## src/hdl/sdq_pkg.sv

```systemverilog
// ----------------------------------------------------------------------------
// sdq_pkg
// Shared types, constants and helpers for the sorted deadline queue.
// ----------------------------------------------------------------------------
package sdq_pkg;

	localparam int DEPTH = 32;
	localparam int IDX_W = $clog2(DEPTH);

	typedef logic [IDX_W-1:0] idx_t;

	typedef enum logic {
		OP_INSERT = 1'b0,
		OP_TICK   = 1'b1
	} op_t;

	typedef enum logic [1:0] {
		KIND_EXPIRED = 2'd0,
		KIND_WAIT    = 2'd1,
		KIND_EMPTY   = 2'd2
	} kind_t;

	typedef struct packed {
		op_t         opcode;
		logic [31:0] now;
		logic [15:0] delay;
		logic [6:0]  handle;
	} item_t;

	typedef struct packed {
		kind_t       kind;
		logic [6:0]  expired_handle;
		logic [31:0] wait_time;
		logic        last;
	} result_t;

	typedef struct packed {
		logic [31:0] deadline;
		logic [6:0]  handle;
	} entry_t;

	typedef enum logic [2:0] {
		ST_IDLE,
		ST_SCAN,
		ST_SHIFT,
		ST_PREP,
		ST_EXPIRE
	} state_t;

	typedef enum logic [1:0] {
		PTR_HOLD,
		PTR_INC,
		PTR_TAIL
	} ptr_sel_t;

	typedef enum logic {
		WR_NEW,
		WR_CARRY
	} wr_sel_t;

	typedef enum logic [1:0] {
		EMIT_NONE,
		EMIT_EXPIRED,
		EMIT_SUMMARY
	} emit_t;

	typedef struct packed {
		logic     load;
		ptr_sel_t ptr_sel;
		logic     wr_en;
		wr_sel_t  wr_sel;
		logic     wr_at_head;
		logic     carry_load;
		logic     head_inc;
		logic     tail_inc;
		emit_t    emit;
	} cmd_t;

	typedef struct packed {
		logic insert_op;
		logic at_head;
		logic before_new;
		logic same_handle;
		logic due;
		logic full;
		logic empty;
		logic out_free;
	} status_t;

	function automatic idx_t next_idx(input idx_t i);
		return (i == IDX_W'(DEPTH - 1)) ? '0 : i + 1'b1;
	endfunction

endpackage

```

## src/hdl/sdq_ctrl.sv

```systemverilog
// ----------------------------------------------------------------------------
// sdq_ctrl
// Sequencer for the deadline queue: sorted insert walk, shift, then expiry.
// ----------------------------------------------------------------------------
module sdq_ctrl (
	input  logic            clk,
	input  logic            arst_n,
	input  logic            item_valid,
	output logic            item_stall,
	input  sdq_pkg::status_t st,
	output sdq_pkg::cmd_t    cmd
);
	import sdq_pkg::*;

	state_t state_q;
	state_t state_d;

	always_ff @(posedge clk or negedge arst_n) begin
		if (!arst_n) begin
			state_q <= ST_IDLE;
		end else begin
			state_q <= state_d;
		end
	end

	always_comb begin
		state_d        = state_q;
		cmd.load       = 1'b0;
		cmd.ptr_sel    = PTR_HOLD;
		cmd.wr_en      = 1'b0;
		cmd.wr_sel     = WR_NEW;
		cmd.wr_at_head = 1'b0;
		cmd.carry_load = 1'b0;
		cmd.head_inc   = 1'b0;
		cmd.tail_inc   = 1'b0;
		cmd.emit       = EMIT_NONE;
		item_stall     = (state_q != ST_IDLE);

		unique case (state_q)
			ST_IDLE: begin
				if (item_valid) begin
					cmd.load    = 1'b1;
					cmd.ptr_sel = PTR_TAIL;
					state_d     = st.insert_op ? ST_SCAN : ST_EXPIRE;
				end
			end
			ST_SCAN: begin
				priority if (st.at_head) begin
					if (!st.full) begin
						cmd.wr_en      = 1'b1;
						cmd.wr_sel     = WR_NEW;
						cmd.wr_at_head = 1'b1;
						cmd.head_inc   = 1'b1;
					end
					cmd.ptr_sel = PTR_TAIL;
					state_d     = ST_PREP;
				end else if (st.before_new) begin
					if (st.same_handle) begin
						cmd.ptr_sel = PTR_TAIL;
						state_d     = ST_PREP;
					end else begin
						cmd.ptr_sel = PTR_INC;
					end
				end else begin
					cmd.wr_en      = 1'b1;
					cmd.wr_sel     = WR_NEW;
					cmd.carry_load = 1'b1;
					cmd.ptr_sel    = PTR_INC;
					state_d        = ST_SHIFT;
				end
			end
			ST_SHIFT: begin
				if (st.at_head) begin
					if (!st.full) begin
						cmd.wr_en      = 1'b1;
						cmd.wr_sel     = WR_CARRY;
						cmd.wr_at_head = 1'b1;
						cmd.head_inc   = 1'b1;
					end
					cmd.ptr_sel = PTR_TAIL;
					state_d     = ST_PREP;
				end else begin
					cmd.wr_en      = 1'b1;
					cmd.wr_sel     = WR_CARRY;
					cmd.carry_load = 1'b1;
					cmd.ptr_sel    = PTR_INC;
				end
			end
			ST_PREP: begin
				// re-read the tail slot after the last write has landed
				state_d = ST_EXPIRE;
			end
			ST_EXPIRE: begin
				if (st.out_free) begin
					if (!st.empty && st.due) begin
						cmd.emit     = EMIT_EXPIRED;
						cmd.tail_inc = 1'b1;
						cmd.ptr_sel  = PTR_INC;
					end else begin
						cmd.emit = EMIT_SUMMARY;
						state_d  = ST_IDLE;
					end
				end
			end
			default: begin
				state_d = ST_IDLE;
			end
		endcase
	end

endmodule

```

## src/hdl/sdq_dp.sv

```systemverilog
// ----------------------------------------------------------------------------
// sdq_dp
// Datapath: deadline ring memory, ring pointers, walk carry and result register.
// ----------------------------------------------------------------------------
module sdq_dp (
	input  logic              clk,
	input  logic              arst_n,
	input  sdq_pkg::item_t    item,
	input  sdq_pkg::cmd_t     cmd,
	output sdq_pkg::status_t  st,
	output logic              result_valid,
	input  logic              result_stall,
	output sdq_pkg::result_t  result
);
	import sdq_pkg::*;

	entry_t      mem [DEPTH];
	entry_t      rd_q;
	entry_t      carry_q;
	entry_t      wr_data;
	idx_t        wr_addr;

	idx_t        ptr_q;
	idx_t        ptr_d;
	idx_t        head_q;
	idx_t        tail_q;

	logic [31:0] now_q;
	logic [31:0] when_q;
	logic [6:0]  handle_q;

	logic        out_valid_q;
	result_t     out_q;
	result_t     out_d;

	always_comb begin
		unique case (cmd.ptr_sel)
			PTR_INC:  ptr_d = next_idx(ptr_q);
			PTR_TAIL: ptr_d = tail_q;
			default:  ptr_d = ptr_q;
		endcase
	end

	assign wr_data = (cmd.wr_sel == WR_NEW) ? entry_t'{deadline: when_q, handle: handle_q}
	                                        : carry_q;
	assign wr_addr = cmd.wr_at_head ? head_q : ptr_q;

	always_ff @(posedge clk) begin
		if (cmd.wr_en) begin
			mem[wr_addr] <= wr_data;
		end
		rd_q <= mem[ptr_d];
	end

	always_ff @(posedge clk or negedge arst_n) begin
		if (!arst_n) begin
			ptr_q       <= '0;
			head_q      <= '0;
			tail_q      <= '0;
			out_valid_q <= 1'b0;
		end else begin
			ptr_q <= ptr_d;
			if (cmd.head_inc) begin
				head_q <= next_idx(head_q);
			end
			if (cmd.tail_inc) begin
				tail_q <= next_idx(tail_q);
			end
			if (cmd.emit != EMIT_NONE) begin
				out_valid_q <= 1'b1;
			end else if (!result_stall) begin
				out_valid_q <= 1'b0;
			end
		end
	end

	always_comb begin
		out_d.kind           = KIND_EXPIRED;
		out_d.expired_handle = '0;
		out_d.wait_time      = '0;
		out_d.last           = 1'b0;
		unique case (cmd.emit)
			EMIT_EXPIRED: begin
				out_d.expired_handle = rd_q.handle;
			end
			EMIT_SUMMARY: begin
				out_d.last = 1'b1;
				if (st.empty) begin
					out_d.kind = KIND_EMPTY;
				end else begin
					out_d.kind      = KIND_WAIT;
					out_d.wait_time = rd_q.deadline - now_q;
				end
			end
			default: begin
			end
		endcase
	end

	always_ff @(posedge clk) begin
		if (cmd.load) begin
			now_q    <= item.now;
			when_q   <= item.now + 32'(item.delay);
			handle_q <= item.handle;
		end
		if (cmd.carry_load) begin
			carry_q <= rd_q;
		end
		if (cmd.emit != EMIT_NONE) begin
			out_q <= out_d;
		end
	end

	assign st.insert_op   = (item.opcode == OP_INSERT);
	assign st.at_head     = (ptr_q == head_q);
	assign st.before_new  = (rd_q.deadline < when_q);
	assign st.same_handle = (rd_q.handle == handle_q);
	assign st.due         = (rd_q.deadline <= now_q);
	assign st.full        = (tail_q == next_idx(head_q));
	assign st.empty       = (tail_q == head_q);
	assign st.out_free    = !out_valid_q || !result_stall;

	assign result_valid = out_valid_q;
	assign result       = out_q;

endmodule

```

## src/hdl/sorted_deadline_queue_unit.sv

```systemverilog
// ----------------------------------------------------------------------------
// sorted_deadline_queue_unit
// Sorted timer queue: inserts deadlines in order and expires those that are due.
// ----------------------------------------------------------------------------
// The block takes one transaction at a time. An insert walks the ring from the
// earliest entry one slot per cycle through the ring memory, which has one write
// and one read port, until it finds its place, then shifts the later entries back
// one slot per cycle; a settle step then re-reads the tail slot. Expiry emits one
// expired entry per cycle while the result side does not stall, then a closing
// summary. The next transaction is taken once the summary has been loaded into
// the result register.
module sorted_deadline_queue_unit (
	input  logic             clk,
	input  logic             arst_n,
	input  logic             item_valid,
	output logic             item_stall,
	input  sdq_pkg::item_t   item,
	output logic             result_valid,
	input  logic             result_stall,
	output sdq_pkg::result_t result
);
	import sdq_pkg::*;

	cmd_t    cmd;
	status_t st;

	sdq_ctrl u_ctrl (
		.clk        (clk),
		.arst_n     (arst_n),
		.item_valid (item_valid),
		.item_stall (item_stall),
		.st         (st),
		.cmd        (cmd)
	);

	sdq_dp u_dp (
		.clk          (clk),
		.arst_n       (arst_n),
		.item         (item),
		.cmd          (cmd),
		.st           (st),
		.result_valid (result_valid),
		.result_stall (result_stall),
		.result       (result)
	);

`ifndef SYNTHESIS
	a_emit_room: assert property (@(posedge clk) disable iff (!arst_n)
		(cmd.emit != EMIT_NONE) |-> st.out_free)
		else $error("result emitted while result register is occupied");

	a_busy_after_accept: assert property (@(posedge clk) disable iff (!arst_n)
		(item_valid && !item_stall) |=> item_stall)
		else $error("new transaction taken before previous one finished");

	a_last_is_summary: assert property (@(posedge clk) disable iff (!arst_n)
		(result_valid && !result.last) |-> (result.kind == KIND_EXPIRED))
		else $error("summary result without last flag");
`endif

endmodule
```

## config.mk

```make
export PLATFORM = sky130hd
export DESIGN_NAME = sorted_deadline_queue_unit
export DESIGN_NICKNAME = d
export VERILOG_FILES = /design/src/hdl/sdq_pkg.sv /design/src/hdl/sdq_ctrl.sv /design/src/hdl/sdq_dp.sv /design/src/hdl/sorted_deadline_queue_unit.sv
export SDC_FILE = /design/constraint.sdc
export NUM_CORES = 2
export LEC_CHECK = 0
export ABC_AREA = 1
export BUFFER_PORTS_ARGS = -buffer_cell sky130_fd_sc_hd__buf_4
export CAP_MARGIN = 20
export CORE_MARGIN = 2
export CORE_UTILIZATION = 35
export DETAILED_ROUTE_END_ITERATION = 8
export HOLD_SLACK_MARGIN = 0.06
export PLACE_DENSITY = 0.48
export SYNTH_ARGS = -nofsm -noshare
export SYNTH_HDL_FRONTEND = slang
export SYNTH_SLANG_ARGS = --single-unit
```

## constraint.sdc

```tcl
create_clock -name clk -period 13.47 [get_ports clk]
set_clock_uncertainty 0.05 [all_clocks]
set_input_delay 0.6735 -clock clk [delete_from_list [all_inputs] [get_ports clk]]
set_output_delay 0.6735 -clock clk [all_outputs]
set_load 0.005 [all_outputs]
```

==> qor.log <==
[timing] worst slew slack as a fraction of its limit 0.202
[clocking] number of buffers on the longest clock path 3
[drt] DR iter-0 viols 3976
[critical_path] number of cells on the worst reg-to-reg path 26
[clocking] Worst-Skew Late Latency 0.80 ns
[critical_path] launching element type of the critical path flop
[critical_path] buffers and inverters on the worst path 5
[timing] unrepaired setup endpoints after global routing false
[timing] Sum Neg Setup Slack 0 ns
[cells_and_area] layout cell share with drive strength beyond 1 0.160
[drt] total via count after detailed routing 40200
[critical_path] reg2reg setup slack 6.07 ns
[yosys] number of synthesized register bits 1458
[yosys] share of Yosys cell area claimed by the top area cell type 0.669
[cells_and_area] layout overhead on the synthesized area 14.4%
[global_route] first-pass GRT wire length 278 mm
[global_route] via count of the first global-routing pass 39100
[critical_path] required time at the worst-slack endpoint 14.15 ns
[drt] post-detailed-route DRC marker count 0
[yosys] largest family of logic cells by synthesized area simple AND/OR/NAND/NOR gates
[yosys] portion of netlist area occupied by mux cells 0
[critical_path] crit path max fanout 108
[hold_path] class of the most critical hold timing path primary input to flop
[place] worst-case setup slack after placement 5.97 ns
[timing] share of the clock period used by the worst path 0.549
[critical_path] Largest stage delay, worst path 0.95 ns
[yosys] largest area contributor in the synthesized netlist sky130_fd_sc_hd__edfxtp_1
[yosys] complex-gate fraction of the synthesized area 0.0980
[yosys] most used standard cell by instance count after synthesis sky130_fd_sc_hd__edfxtp_1
[yosys] adder and majority gate portion of the synthesized area 0.0180
[yosys] simple-gate share of the synthesized area 0.136
[drt] via-per-instance ratio 5.25
[yosys] fraction of the yosys area taken by sequential cells 0.689
[yosys] synth cell count leaders 1400 x sky130_fd_sc_hd__edfxtp_1, 682 x sky130_fd_sc_hd__nand2_1, 547 x sky130_fd_sc_hd__o211ai_1
[drt] routed length per placed instance 25.3 um
[global_route] maximum number of pins on one net before global-route repair 207
[place] count of placed standard cells including taps 7327
[place] number of port buffers 103
[hold_path] worst hold stages 2
[flow_run] max capacitance violation total 0
[drt] post-detailed-routing wire length 194 mm
[timing] min Tclk post-route 7.40 ns
[yosys] fraction of registers with async set or reset after synthesis 0.0130
[hold_path] destination of the worst hold path u_dp.when_q[0]
[critical_path] largest delay contributor family on the critical path buffers and inverters
[yosys] synthesized instance count 5047
[floorplanning] Die Outline Area 183000 um2
[clocking] Clock Root Buffer sky130_fd_sc_hd__clkbuf_16
[clocking] clock edge transition at the registers on the reported setup and hold paths 0.06 ns
[floorplanning] Rows 155
[yosys] share of the synthesized netlist area taken by xor and xnor gates 0.00808
[yosys] Mapped Nets 5196
[critical_path] reg-to-reg startpoint u_dp.rd_q[24]
[timing] Worst-Margin Slew 1.20 ns
[status] result of the run complete, no violations
[critical_path] data arrival time at the worst-slack endpoint 8.08 ns
[critical_path] Critical Path Slowest Stage Cell sky130_fd_sc_hd__buf_4
[timing] Setup violations, final 0
[cells_and_area] number of cells in the finished layout apart from fillers 7661
[yosys] Avg Cell Area, Syn 12.5 um2
[clocking] post_cts resized 0
[clocking] H-Tree Depth 4
[place] final RePlAce weighted congestion 0.858
[floorplanning] Die X-Extent 428 um
[floorplanning] DIE HEIGHT 428 um
[critical_path] critical path class flop to flop
[critical_path] cell count along the critical path 26
[place] placed inst area 66500 um2
[cells_and_area] nets 5323
[hold_path] launch point of the worst hold path item[7]
[timing] Peak Freq 135 MHz
[yosys] main flop type after synthesis sky130_fd_sc_hd__edfxtp_1
[timing] number of pins exceeding their max-slew limit in the final report 0
[yosys] netlist area before placement 62900 um2
[clocking] clock tree sinks 1458
[critical_path] type of destination of the critical path flop
[global_route] antenna violations before repair 8
[place] detailed placement HPWL 101 mm
[timing] final worst setup slack 6.07 ns
[global_route] GRT overflow 0
[clocking] clock tree from TritonCTS built
[floorplanning] Initial Util 0.352
[drt] number of routed nets with antenna violations 0
[critical_path] Worst path most repeated cell sky130_fd_sc_hd__nand2_1
[floorplanning] IO Count 104
[drt] number of detailed-routing iterations run before antenna repair 6
[yosys] EDFF count, synth 1400
[yosys] most area-consuming cells after synthesis sky130_fd_sc_hd__edfxtp_1 67%, sky130_fd_sc_hd__o211ai_1 6.5%, sky130_fd_sc_hd__nand3_1 4.3%
[yosys] number of distinct library cell variants in the gate-level netlist after synthesis 47
[floorplanning] area inside the core boundary 178000 um2
[cells_and_area] post-layout instance area 71900 um2
[clocking] cts bufs inserted 156
[timing] Final Hold Viols 0
[clocking] Post-CTS Repair Setup Buffers 0
[global_route] overall global routing resource usage 0.208
[yosys] number of warning messages in the yosys log 0
[critical_path] capture instance of the worst register-to-register path u_dp.rd_q[20]
-- logic make-up after synthesis --
logic type,count (synthesis)
buffers and inverters,759
and+or+nand+nor,1822
xor gates and xnor gates,58
AOI/OAI and AO/OA,861
DFF,1458
adders and majority gates,89
-- per-layer routing --
layer,routed length [um],vias to the layer above,GRT usage
li1,-,18500,-
met1,87500,20100,0.292
met2,88600,1286,0.330
met3,12400,290,0.0391
met4,5160,2,0.0597
met5,13,-,0
-- final cells by class --
type,instances,area (um2)
well taps,2355,2950
multi-input cells,2830,16800
flip-flops and latches,1458,43300
clock buffers,220,4410
repair buffers,249,2130
clock inverters,68,505
diodes,2,5.00
inverters,479,1820
fillers,16700,107000
-- how the worst max path moves through the flow --
stage	slack, ns	from	endpoint
final	6.07	u_dp.rd_q[24]	u_dp.rd_q[20]
after global placement	6.10	u_dp.rd_q[24]	u_dp.rd_q[36]
after CTS	5.95	u_dp.rd_q[24]	u_dp.rd_q[23]
after global routing	5.49	u_dp.rd_q[24]	u_dp.rd_q[20]
after floorplan	7.70	u_ctrl.state_q[1]	u_dp.rd_q[16]
after detailed placement	5.97	u_dp.rd_q[24]	u_dp.rd_q[36]
-- cell usage in the layout, fill, tap and decap left out, types with 39 or more instances in the layout --
master	instances
sky130_fd_sc_hd__edfxtp_1	1400
sky130_fd_sc_hd__nor2_1	157
sky130_fd_sc_hd__buf_4	196
sky130_fd_sc_hd__dfxtp_1	39
sky130_fd_sc_hd__clkbuf_16	162
sky130_fd_sc_hd__o211ai_1	547
sky130_fd_sc_hd__nand2_1	680
sky130_fd_sc_hd__a21oi_1	72
sky130_fd_sc_hd__ha_1	87
sky130_fd_sc_hd__o211ai_2	41
sky130_fd_sc_hd__nand3_1	536
sky130_fd_sc_hd__o21ai_0	107
sky130_fd_sc_hd__inv_1	469
sky130_fd_sc_hd__or2_2	266
sky130_fd_sc_hd__or2_1	78
sky130_fd_sc_hd__clkbuf_1	44
sky130_fd_sc_hd__xor2_1	39
sky130_fd_sc_hd__a21oi_2	43
sky130_fd_sc_hd__dlygate4sd3_1	41
-- through the flow --
stage / utilization / hold slack [ns]
CTS: 0.403 / 0.0830
finish: 0.403 / 0.148
global placement: 0.372 / 0.367
global route: 0.403 / 0.108
floorplan: - / 0.328
detailed placement: 0.373 / 0.388
-- registers in the layout (all words and copies together) (netlist names) --
signal and cells:
u_dp.mem 1248, u_dp.result 42, u_dp.carry_q 39, u_dp.rd_q 39
u_dp.now_q 32, u_dp.when_q 32, u_dp.handle_q 7, u_dp.head_q 5
u_dp.ptr_q 5, u_dp.tail_q 5, u_ctrl.state_q 3, u_dp.result_valid 1
-- repair_timing --
item / CTS / global route
hold endpoints to repair: 59 / 0
setup endpoints to repair: 0 / 0
hold buffers: 41 / 0
Power is not shown: default switching activity piles up to over one toggle a cycle in this logic, so the estimate is an artifact.
